**config.mk**
```make
export PLATFORM = sky130hd
export DESIGN_NAME = bresenham_line_pixel_generator_top
export DESIGN_NICKNAME = d
export VERILOG_FILES = /design/src/rtl/core/blpg_pkg.sv /design/src/rtl/core/blpg_setup.sv /design/src/rtl/core/blpg_step.sv /design/src/rtl/core/bresenham_line_pixel_generator_top.sv
export SDC_FILE = /design/constraint.sdc
export NUM_CORES = 1
export LEC_CHECK = 0
export ABC_AREA = 1
export BUFFER_PORTS_ARGS = -buffer_cell sky130_fd_sc_hd__buf_4
export CAP_MARGIN = 20
export CORE_MARGIN = 2
export CORE_UTILIZATION = 45
export CTS_CLUSTER_SIZE = 8
export DETAILED_ROUTE_END_ITERATION = 12
export PLACE_DENSITY = 0.61
export REMOVE_ABC_BUFFERS = 1
export SLEW_MARGIN = 15
export SYNTH_ARGS = -nofsm -noshare
export SYNTH_HDL_FRONTEND = slang
export SYNTH_SLANG_ARGS = --single-unit
```
**constraint.sdc**
```tcl
create_clock -name i_clk -period 5.5 [get_ports i_clk]
set_clock_uncertainty 0.15 [all_clocks]
set_input_delay 0.825 -clock i_clk [delete_from_list [all_inputs] [get_ports i_clk]]
set_output_delay 0.825 -clock i_clk [all_outputs]
set_load 0.02 [all_outputs]
```
**src/rtl/core/blpg_pkg.sv**
```systemverilog
`timescale 1ns / 1ps

package blpg_pkg;

    // Coordinate width of the endpoint and pixel fields.
    localparam int COORD_BITS = 12;
    // Walking position: one bit of headroom over a coordinate, signed.
    localparam int POS_W      = COORD_BITS + 1;
    // Error term and its increments: twice a coordinate span, signed.
    localparam int ERR_W      = COORD_BITS + 3;
    localparam int COLOR_W    = 8;

    localparam logic CMD_START = 1'b0;
    localparam logic CMD_NEXT  = 1'b1;

    // Decoded line setup, handed from the input stage to the pixel stage.
    typedef struct packed {
        logic                     cmd;
        logic signed [POS_W-1:0]  col;
        logic signed [POS_W-1:0]  row;
        logic signed [POS_W-1:0]  final_pos;
        logic signed [ERR_W-1:0]  err;
        logic signed [ERR_W-1:0]  inc_same;
        logic signed [ERR_W-1:0]  inc_change;
        logic                     steep;
        logic                     up;
        logic [COLOR_W-1:0]       color;
    } t_setup;

endpackage

```
**src/rtl/core/blpg_setup.sv**
```systemverilog
`timescale 1ns / 1ps

module blpg_setup import blpg_pkg::*; (
    input  logic                  i_clk,
    input  logic                  i_rst_n,
    input  logic                  i_valid,
    output logic                  o_ready,
    input  logic                  i_command,
    input  logic [COORD_BITS-1:0] i_x_start,
    input  logic [COORD_BITS-1:0] i_y_start,
    input  logic [COORD_BITS-1:0] i_x_end,
    input  logic [COORD_BITS-1:0] i_y_end,
    input  logic [COLOR_W-1:0]    i_line_color,
    output logic                  o_valid,
    output t_setup                o_setup,
    input  logic                  i_take
);

    logic signed [POS_W-1:0] x1, y1, x2, y2, dx, dy, ax_full, ay_full;
    logic [COORD_BITS-1:0]   ax, ay;
    logic signed [ERR_W-1:0] ax_e, ay_e;
    logic                    dx_pos, dy_pos, shallow;
    t_setup                  n_setup;
    t_setup                  r_setup;
    logic                    r_valid;

    assign x1 = signed'({1'b0, i_x_start});
    assign y1 = signed'({1'b0, i_y_start});
    assign x2 = signed'({1'b0, i_x_end});
    assign y2 = signed'({1'b0, i_y_end});
    assign dx = x2 - x1;
    assign dy = y2 - y1;

    assign ax_full = dx[POS_W-1] ? -dx : dx;
    assign ay_full = dy[POS_W-1] ? -dy : dy;
    assign ax      = ax_full[COORD_BITS-1:0];
    assign ay      = ay_full[COORD_BITS-1:0];
    assign ax_e    = signed'(ERR_W'(ax));
    assign ay_e    = signed'(ERR_W'(ay));

    assign dx_pos  = !dx[POS_W-1] && (dx != '0);
    assign dy_pos  = !dy[POS_W-1] && (dy != '0);
    assign shallow = ax > ay;

    always_comb begin
        n_setup       = '0;
        n_setup.cmd   = i_command;
        n_setup.color = i_line_color;
        // Slope sign: positive when dx and dy point the same way.
        n_setup.up    = dx_pos ^ dy[POS_W-1];
        n_setup.steep = !shallow;
        if (shallow) begin
            n_setup.col        = dx_pos ? x1 : x2;
            n_setup.row        = dx_pos ? y1 : y2;
            n_setup.final_pos  = dx_pos ? x2 : x1;
            n_setup.inc_same   = ay_e <<< 1;
            n_setup.err        = (ay_e <<< 1) - ax_e;
            n_setup.inc_change = (ay_e - ax_e) <<< 1;
        end else begin
            n_setup.col        = dy_pos ? x1 : x2;
            n_setup.row        = dy_pos ? y1 : y2;
            n_setup.final_pos  = dy_pos ? y2 : y1;
            n_setup.inc_same   = ax_e <<< 1;
            n_setup.err        = (ax_e <<< 1) - ay_e;
            n_setup.inc_change = (ax_e - ay_e) <<< 1;
        end
    end

    assign o_ready = !r_valid || i_take;
    assign o_valid = r_valid;
    assign o_setup = r_setup;

    always_ff @(posedge i_clk) begin
        if (!i_rst_n) begin
            r_valid <= 1'b0;
        end else if (o_ready) begin
            r_valid <= i_valid;
        end
        if (i_valid && o_ready) begin
            r_setup <= n_setup;
        end
    end

endmodule

```
**src/rtl/core/blpg_step.sv**
```systemverilog
`timescale 1ns / 1ps

module blpg_step import blpg_pkg::*; (
    input  logic                  i_clk,
    input  logic                  i_rst_n,
    input  logic                  i_valid,
    input  t_setup                i_setup,
    output logic                  o_take,
    output logic                  o_valid,
    input  logic                  i_ready,
    output logic [COORD_BITS-1:0] o_pixel_x,
    output logic [COORD_BITS-1:0] o_pixel_y,
    output logic [COLOR_W-1:0]    o_pixel_color,
    output logic                  o_last_pixel
);

    logic signed [POS_W-1:0] r_col, r_row, r_final;
    logic signed [ERR_W-1:0] r_err, r_inc_same, r_inc_change;
    logic                    r_steep, r_up, r_active;
    logic [COLOR_W-1:0]      r_color;

    logic signed [POS_W-1:0] c_col, c_row, c_final, c_major, c_minor_inc;
    logic signed [ERR_W-1:0] c_err, c_inc_same, c_inc_change;
    logic                    c_steep, c_up;
    logic [COLOR_W-1:0]      c_color;
    logic signed [POS_W-1:0] n_col, n_row;
    logic signed [ERR_W-1:0] n_err;
    logic                    start, emit, fire, last, step;

    logic                    r_out_valid, r_out_last;
    logic [COORD_BITS-1:0]   r_out_x, r_out_y;
    logic [COLOR_W-1:0]      r_out_color;

    assign start = (i_setup.cmd == CMD_START);
    assign emit  = start || r_active;
    assign fire  = i_valid && (!r_out_valid || i_ready);
    assign o_take = fire;

    // A start command walks from the fresh setup; a next command from the held line.
    assign c_col        = start ? i_setup.col        : r_col;
    assign c_row        = start ? i_setup.row        : r_row;
    assign c_final      = start ? i_setup.final_pos  : r_final;
    assign c_err        = start ? i_setup.err        : r_err;
    assign c_inc_same   = start ? i_setup.inc_same   : r_inc_same;
    assign c_inc_change = start ? i_setup.inc_change : r_inc_change;
    assign c_steep      = start ? i_setup.steep      : r_steep;
    assign c_up         = start ? i_setup.up         : r_up;
    assign c_color      = start ? i_setup.color      : r_color;

    assign c_major = c_steep ? c_row : c_col;
    assign last    = c_major >= c_final;
    // Positive slope steps on error >= 0, negative slope only on error > 0.
    assign step    = !c_err[ERR_W-1] && (c_up || (c_err != '0));
    assign c_minor_inc = !step ? POS_W'(0) : (c_up ? POS_W'(1) : '1);

    assign n_col = c_steep ? c_col + c_minor_inc : c_col + POS_W'(1);
    assign n_row = c_steep ? c_row + POS_W'(1)   : c_row + c_minor_inc;
    assign n_err = c_err + (step ? c_inc_change : c_inc_same);

    always_ff @(posedge i_clk) begin
        if (!i_rst_n) begin
            r_active    <= 1'b0;
            r_out_valid <= 1'b0;
        end else begin
            if (fire) begin
                r_out_valid <= emit;
                if (emit) begin
                    r_active <= !last;
                end
            end else if (i_ready) begin
                r_out_valid <= 1'b0;
            end
        end
        if (fire && emit) begin
            r_col        <= n_col;
            r_row        <= n_row;
            r_err        <= n_err;
            r_final      <= c_final;
            r_inc_same   <= c_inc_same;
            r_inc_change <= c_inc_change;
            r_steep      <= c_steep;
            r_up         <= c_up;
            r_color      <= c_color;
            r_out_x      <= c_col[COORD_BITS-1:0];
            r_out_y      <= c_row[COORD_BITS-1:0];
            r_out_color  <= c_color;
            r_out_last   <= last;
        end
    end

    assign o_valid       = r_out_valid;
    assign o_pixel_x     = r_out_x;
    assign o_pixel_y     = r_out_y;
    assign o_pixel_color = r_out_color;
    assign o_last_pixel  = r_out_last;

    a_last_ends_line: assert property (@(posedge i_clk) disable iff (!i_rst_n)
        fire && emit && last |=> !r_active)
        else $error("line still active after its last pixel");

    a_start_emits: assert property (@(posedge i_clk) disable iff (!i_rst_n)
        fire && start |=> r_out_valid)
        else $error("start command produced no pixel");

    a_idle_next_silent: assert property (@(posedge i_clk) disable iff (!i_rst_n)
        fire && !start && !r_active |=> !r_out_valid)
        else $error("next command without a line produced a pixel");

    a_major_in_range: assert property (@(posedge i_clk) disable iff (!i_rst_n)
        r_active |-> ((r_steep ? r_row : r_col) <= r_final))
        else $error("walk passed the final position");

endmodule

```
**src/rtl/core/bresenham_line_pixel_generator_top.sv**
```systemverilog
`timescale 1ns / 1ps
// Channel  | Direction | Handshake           | Payload
// ---------+-----------+---------------------+-----------------------------------------
// command  | in        | i_valid / o_ready   | i_command, i_x_start, i_y_start,
//          |           |                     | i_x_end, i_y_end, i_line_color
// pixel    | out       | o_valid / i_ready   | o_pixel_x, o_pixel_y, o_pixel_color,
//          |           |                     | o_last_pixel
//
// One command per clock while o_ready is high; pixels pass setup, then output register.
// The rate is set by the pixel stage loop: select, one error add and one compare.
// Reset (i_rst_n low at a clock edge) drops any running line and empties both stages.
// A stalled pixel holds in the output register; the input stage still takes one
// more command, and the command channel stalls only when both are full.

module bresenham_line_pixel_generator_top import blpg_pkg::*; (
    input  logic                  i_clk,
    input  logic                  i_rst_n,
    input  logic                  i_valid,
    output logic                  o_ready,
    input  logic                  i_command,
    input  logic [COORD_BITS-1:0] i_x_start,
    input  logic [COORD_BITS-1:0] i_y_start,
    input  logic [COORD_BITS-1:0] i_x_end,
    input  logic [COORD_BITS-1:0] i_y_end,
    input  logic [COLOR_W-1:0]    i_line_color,
    output logic                  o_valid,
    input  logic                  i_ready,
    output logic [COORD_BITS-1:0] o_pixel_x,
    output logic [COORD_BITS-1:0] o_pixel_y,
    output logic [COLOR_W-1:0]    o_pixel_color,
    output logic                  o_last_pixel
);

    // Hand-off between the setup register and the pixel stage.
    logic   setup_valid;
    logic   setup_take;
    t_setup setup;

    // Input stage: decode endpoints into start point, error term and increments,
    // and register the result for the pixel stage.
    blpg_setup u_setup (
        .i_clk        (i_clk),
        .i_rst_n      (i_rst_n),
        .i_valid      (i_valid),
        .o_ready      (o_ready),
        .i_command    (i_command),
        .i_x_start    (i_x_start),
        .i_y_start    (i_y_start),
        .i_x_end      (i_x_end),
        .i_y_end      (i_y_end),
        .i_line_color (i_line_color),
        .o_valid      (setup_valid),
        .o_setup      (setup),
        .i_take       (setup_take)
    );

    // Pixel stage: hold the walking line, emit one pixel per transfer and
    // advance the error; a next command with no line is dropped here.
    blpg_step u_step (
        .i_clk         (i_clk),
        .i_rst_n       (i_rst_n),
        .i_valid       (setup_valid),
        .i_setup       (setup),
        .o_take        (setup_take),
        .o_valid       (o_valid),
        .i_ready       (i_ready),
        .o_pixel_x     (o_pixel_x),
        .o_pixel_y     (o_pixel_y),
        .o_pixel_color (o_pixel_color),
        .o_last_pixel  (o_last_pixel)
    );

endmodule
```
==> metrics.sh <==
MAPPEDNETLISTAREA_SQ_UM=15200
GLOBAL_ROUTE.USAGE.TOTAL=0.224
IR_WORST_VDD_uV=309
MIN_PERIOD_NS=4.92
CLOCK.FMAX_GHz=0.203
CP-STARTPOINT='i_x_end[0]'
HPWLAFTERDP_MM=29.2
TIGHTEST_SLEW_NS=0.938
COMBINATIONAL_FAMILY_WITH_THE_MOST_AREA_AFTER_SYNTHESIS='simple AND/OR/NAND/NOR gates'
MAXCAPVIOLATIONS=0
ARRIVAL_NS=5.04
CLKLATENCYLATEPIN_NS=0.53
DETAIL_ROUTE.WIRELENGTH.MET1_MM=19.6
SYNTHFLOPTYPE='sky130_fd_sc_hd__edfxtp_1'
FLOORPLAN.DIE_AREA_SQ_UM=35300
SYN-MEAN-INSTANCE-AREA_SQ_UM=7.95
YOSYS.AREA_SHARE.SIMPLE=0.252
TIMING.FINAL.MAX_SLEW_VIOLATIONS=0
UTILIZATION=0.521
DELAY_OF_THE_SLOWEST_CELL_ON_THE_WORST_PATH_NS=0.47
MULTIINPUTGATEAREA_SQ_UM=7930
LAYOUT-DRIVE-GT1-SHARE=0.106
GRT_FIRST_PASS_WIRELENGTH_MM=64.1
FIRSTDRTPASSITERS=5
DPL_CELL_AREA_SQ_UM=16600
MOST-COMMON-LAYOUT-CELLS='625 x sky130_fd_sc_hd__nand2_1, 205 x sky130_fd_sc_hd__edfxtp_1, 196 x sky130_fd_sc_hd__inv_1'
FF_LATCH_AREA_SQ_UM=6220
POWER_DENSITY_nW_PER_UM2=464
TIMING_HOLD_VIOLATIONS_FINAL=0
TRITONCTS='yes'
IO_PINS=96
ROW_COUNT=67
DRT_ITER0_MARKERS=896
ANT_NETS=0
FINAL_NET_COUNT=2209
ROOT_BUFFER='sky130_fd_sc_hd__clkbuf_16'
LAYOUT_OVERHEAD_ON_THE_SYNTHESIZED_AREA_PCT=14.3
HOLDBUFCOUNTCTS=0
GRT-OVFL-TOTAL=0
GPL.FINAL_WEIGHTED_CONGESTION=0.899
MINIMUM_SETUP_SLACK_IN_THE_FINAL_DESIGN_NS=0.577
SYNTH_SEQ_AREA_SHARE=0.408
SYNTH_ENABLE_FLOP_CELLS=205
DRC_ERRORS=0
FIN_CRIT_SH=0.895
POST-PLACE-CELLS=2435
HTREEDEPTH=1
POSTLAYOUTCELLAREA_SQ_UM=17400
CTS.CLK_SLEW.WORST_PATHS_NS=0.05
NUM_ANTENNA_CELLS=0
TRITONCTS.NUM_BUFFERS=30
DIE_WIDTH_UM=188
WORST_SETUP_PATH_END_KIND='register'
POST_SYNTH_INST_COUNT=1916
CTS.REPAIR_TIMING.SETUP_BUFFER_COUNT=0
YS_FF_LATCH=208
SETUP_TOTAL_NEGATIVE_SLACK_NS=0
FINAL_SETUP_FAILS=0
GRT_START_MAX_NET_PINS=89
ROUTE.DETAILED.WL_PER_INST_UM=15.9
LAYOUT.FILLER_CELLS=3239
WORSTREGTOREGCELLS=21
TOTALWIRELENGTH_MM=39.4
CTS.PATH.MAX_BUFFERS=3
LAYOUT_COMMONEST_CELL='sky130_fd_sc_hd__nand2_1'
CLOCK_SINKS=208
WORST-ENDPOINT-REQUIRED_NS=5.62
RSZ0062_AT_GRT='no'
MUX_CONTRIBUTION_TO_SYNTHESIZED_AREA=0.00329
TIMING.CRITICAL_PATH.FROM_TYPE='primary input'
ROUTE.MET2.WL_MM=17.0
SYNTHXORXNORAREAFRAC=0.0529
CRITICAL_PATH.ENDPOINT='u_setup.o_setup[19]'
HOLD-WORST-SLACK_NS=0.267
DIE_HEIGHT_UM=188
SYNTH_CELL_TYPES=43
GRT_PASS1_VIAS=12400
WORST_SLEW_MARGIN_REL=0.375
R2R_START='u_setup.o_setup[94]'
R2R-END='u_step.r_col[12]'
ASYNC_RESET_FF_FRAC=0
POST-PLACE-WS_NS=0.0529
YS.WARNINGS.COUNT=0
START_UTIL=0.455
ROUTED_LENGTH_ON_MET3_MM=1.97
OUTCOME='complete, no violations'
CRITPATHSLOWESTCELL='sky130_fd_sc_hd__fa_1'
POSTCTSRESIZEDCELLS=0
ANTENNA_FOUND_INITIAL=0
VIAS=12800
COMPOUND_CELL_AREA_SHARE_OF_THE_YOSYS_NETLIST=0.0995
REG2REG_SETUP_SLACK_NS=0.70
DESIGN_POWER_TOTAL_mW=8.09
SYNTH_FA_HA_AREA_FRAC=0.110
VIA_PER_INST=5.14
CRIT_PATH_MAX_FANOUT=75
CRITICAL_PATH_CLASS='in2reg'
TIMING.HOLD.WORST.CLASS='reg2reg'
FINAL_CELL_COUNT_NO_FILL=2481
ROUTE.TOP_LAYER_USED='met4'
CRITICAL-PATH-TOP-CELL-BY-COUNT='sky130_fd_sc_hd__nand2_1'
COREAREA_SQ_UM=33400
POWER_LEAKAGE_nW=8.39
PORT_BUFFERS=95
critical path, delay by kind of cell:
| kind | cells | cell delay (ns) |
|---|---|---|
| simple gates | 14 | 1.34 |
| compound gates | 2 | 0.56 |
| fa+ha+maj | 4 | 1.29 |
| buf+inv | 6 | 0.70 |
| xor+xnor | 1 | 0.27 |
registers in the layout (all words and copies together) (netlist names), 8 cells and up:
register             cells
u_step.o_pixel_y        12
u_step.r_col            13
u_setup.o_setup         86
u_step.r_color           8
u_step.o_pixel_x        12
u_step.r_inc_change     15
u_step.r_err            15
u_step.r_row            13
u_step.r_final          13
u_step.r_inc_same       15
logic make-up (layout without fill, tap and decap cells):
| group | Yosys count | after routing |
|---|---|---|
| mux | 5 | 5 |
| simple gates | 928 | 928 |
| xor+xnor | 92 | 92 |
| buf+inv | 273 | 390 |
| fa+ha+maj | 129 | 129 |
| compound gates | 281 | 281 |
| flops | 208 | 208 |
power breakdown:
part / switching [mW] / total, mW / internal [mW]
clock: 0.654 / 1.68 / 1.03
combinational: 2.46 / 3.90 / 1.45
sequential: 0.172 / 2.51 / 2.34
cell usage after synthesis, types with 14 or more instances:
| cell type | n | area share |
|---|---|---|
| sky130_fd_sc_hd__a21oi_1 | 104 | 0.034 |
| sky130_fd_sc_hd__ha_1 | 120 | 0.099 |
| sky130_fd_sc_hd__nand2_1 | 625 | 0.15 |
| sky130_fd_sc_hd__a31oi_1 | 27 | 0.011 |
| sky130_fd_sc_hd__clkbuf_1 | 32 | 0.0079 |
| sky130_fd_sc_hd__edfxtp_1 | 205 | 0.40 |
| sky130_fd_sc_hd__buf_2 | 14 | 0.0046 |
| sky130_fd_sc_hd__nor2_1 | 95 | 0.023 |
| sky130_fd_sc_hd__or2_2 | 17 | 0.0070 |
| sky130_fd_sc_hd__o21ai_0 | 118 | 0.039 |
| sky130_fd_sc_hd__inv_1 | 198 | 0.049 |
| sky130_fd_sc_hd__xor2_1 | 75 | 0.043 |
| sky130_fd_sc_hd__nand3_1 | 147 | 0.048 |
| sky130_fd_sc_hd__xnor2_1 | 17 | 0.0098 |
worst min path at each step:
stage                     depth (start not counted)               start                 to  slack [ns]
after floorplan                                   0  u_setup.o_setup[0]  u_step.r_color[0]        0.25
after global placement                            0  u_setup.o_setup[4]  u_step.r_color[4]        0.25
after detailed placement                          0  u_setup.o_setup[7]  u_step.r_color[7]        0.25
after CTS                                         0  u_setup.o_setup[4]  u_step.r_color[4]        0.27
after global routing                              0  u_setup.o_setup[4]  u_step.r_color[4]        0.28
final                                             0  u_setup.o_setup[4]  u_step.r_color[4]        0.27
final cells by class:
cell class                 count  area share
clock buffer                  45      0.0481
clock inverter                 1    0.000287
inverter                     205      0.0444
multi-input combinational   1435       0.455
sequential                   208       0.357
tap                          448      0.0322
timing repair buffer         139      0.0628
per-layer routing:
metal  vias to the layer above  track usage
li1                       6571            -
met1                      5856        0.329
met2                       275        0.354
met3                        58       0.0253
met4                         0       0.0539
met5                         -            0
(Power assumes the default switching activity.)
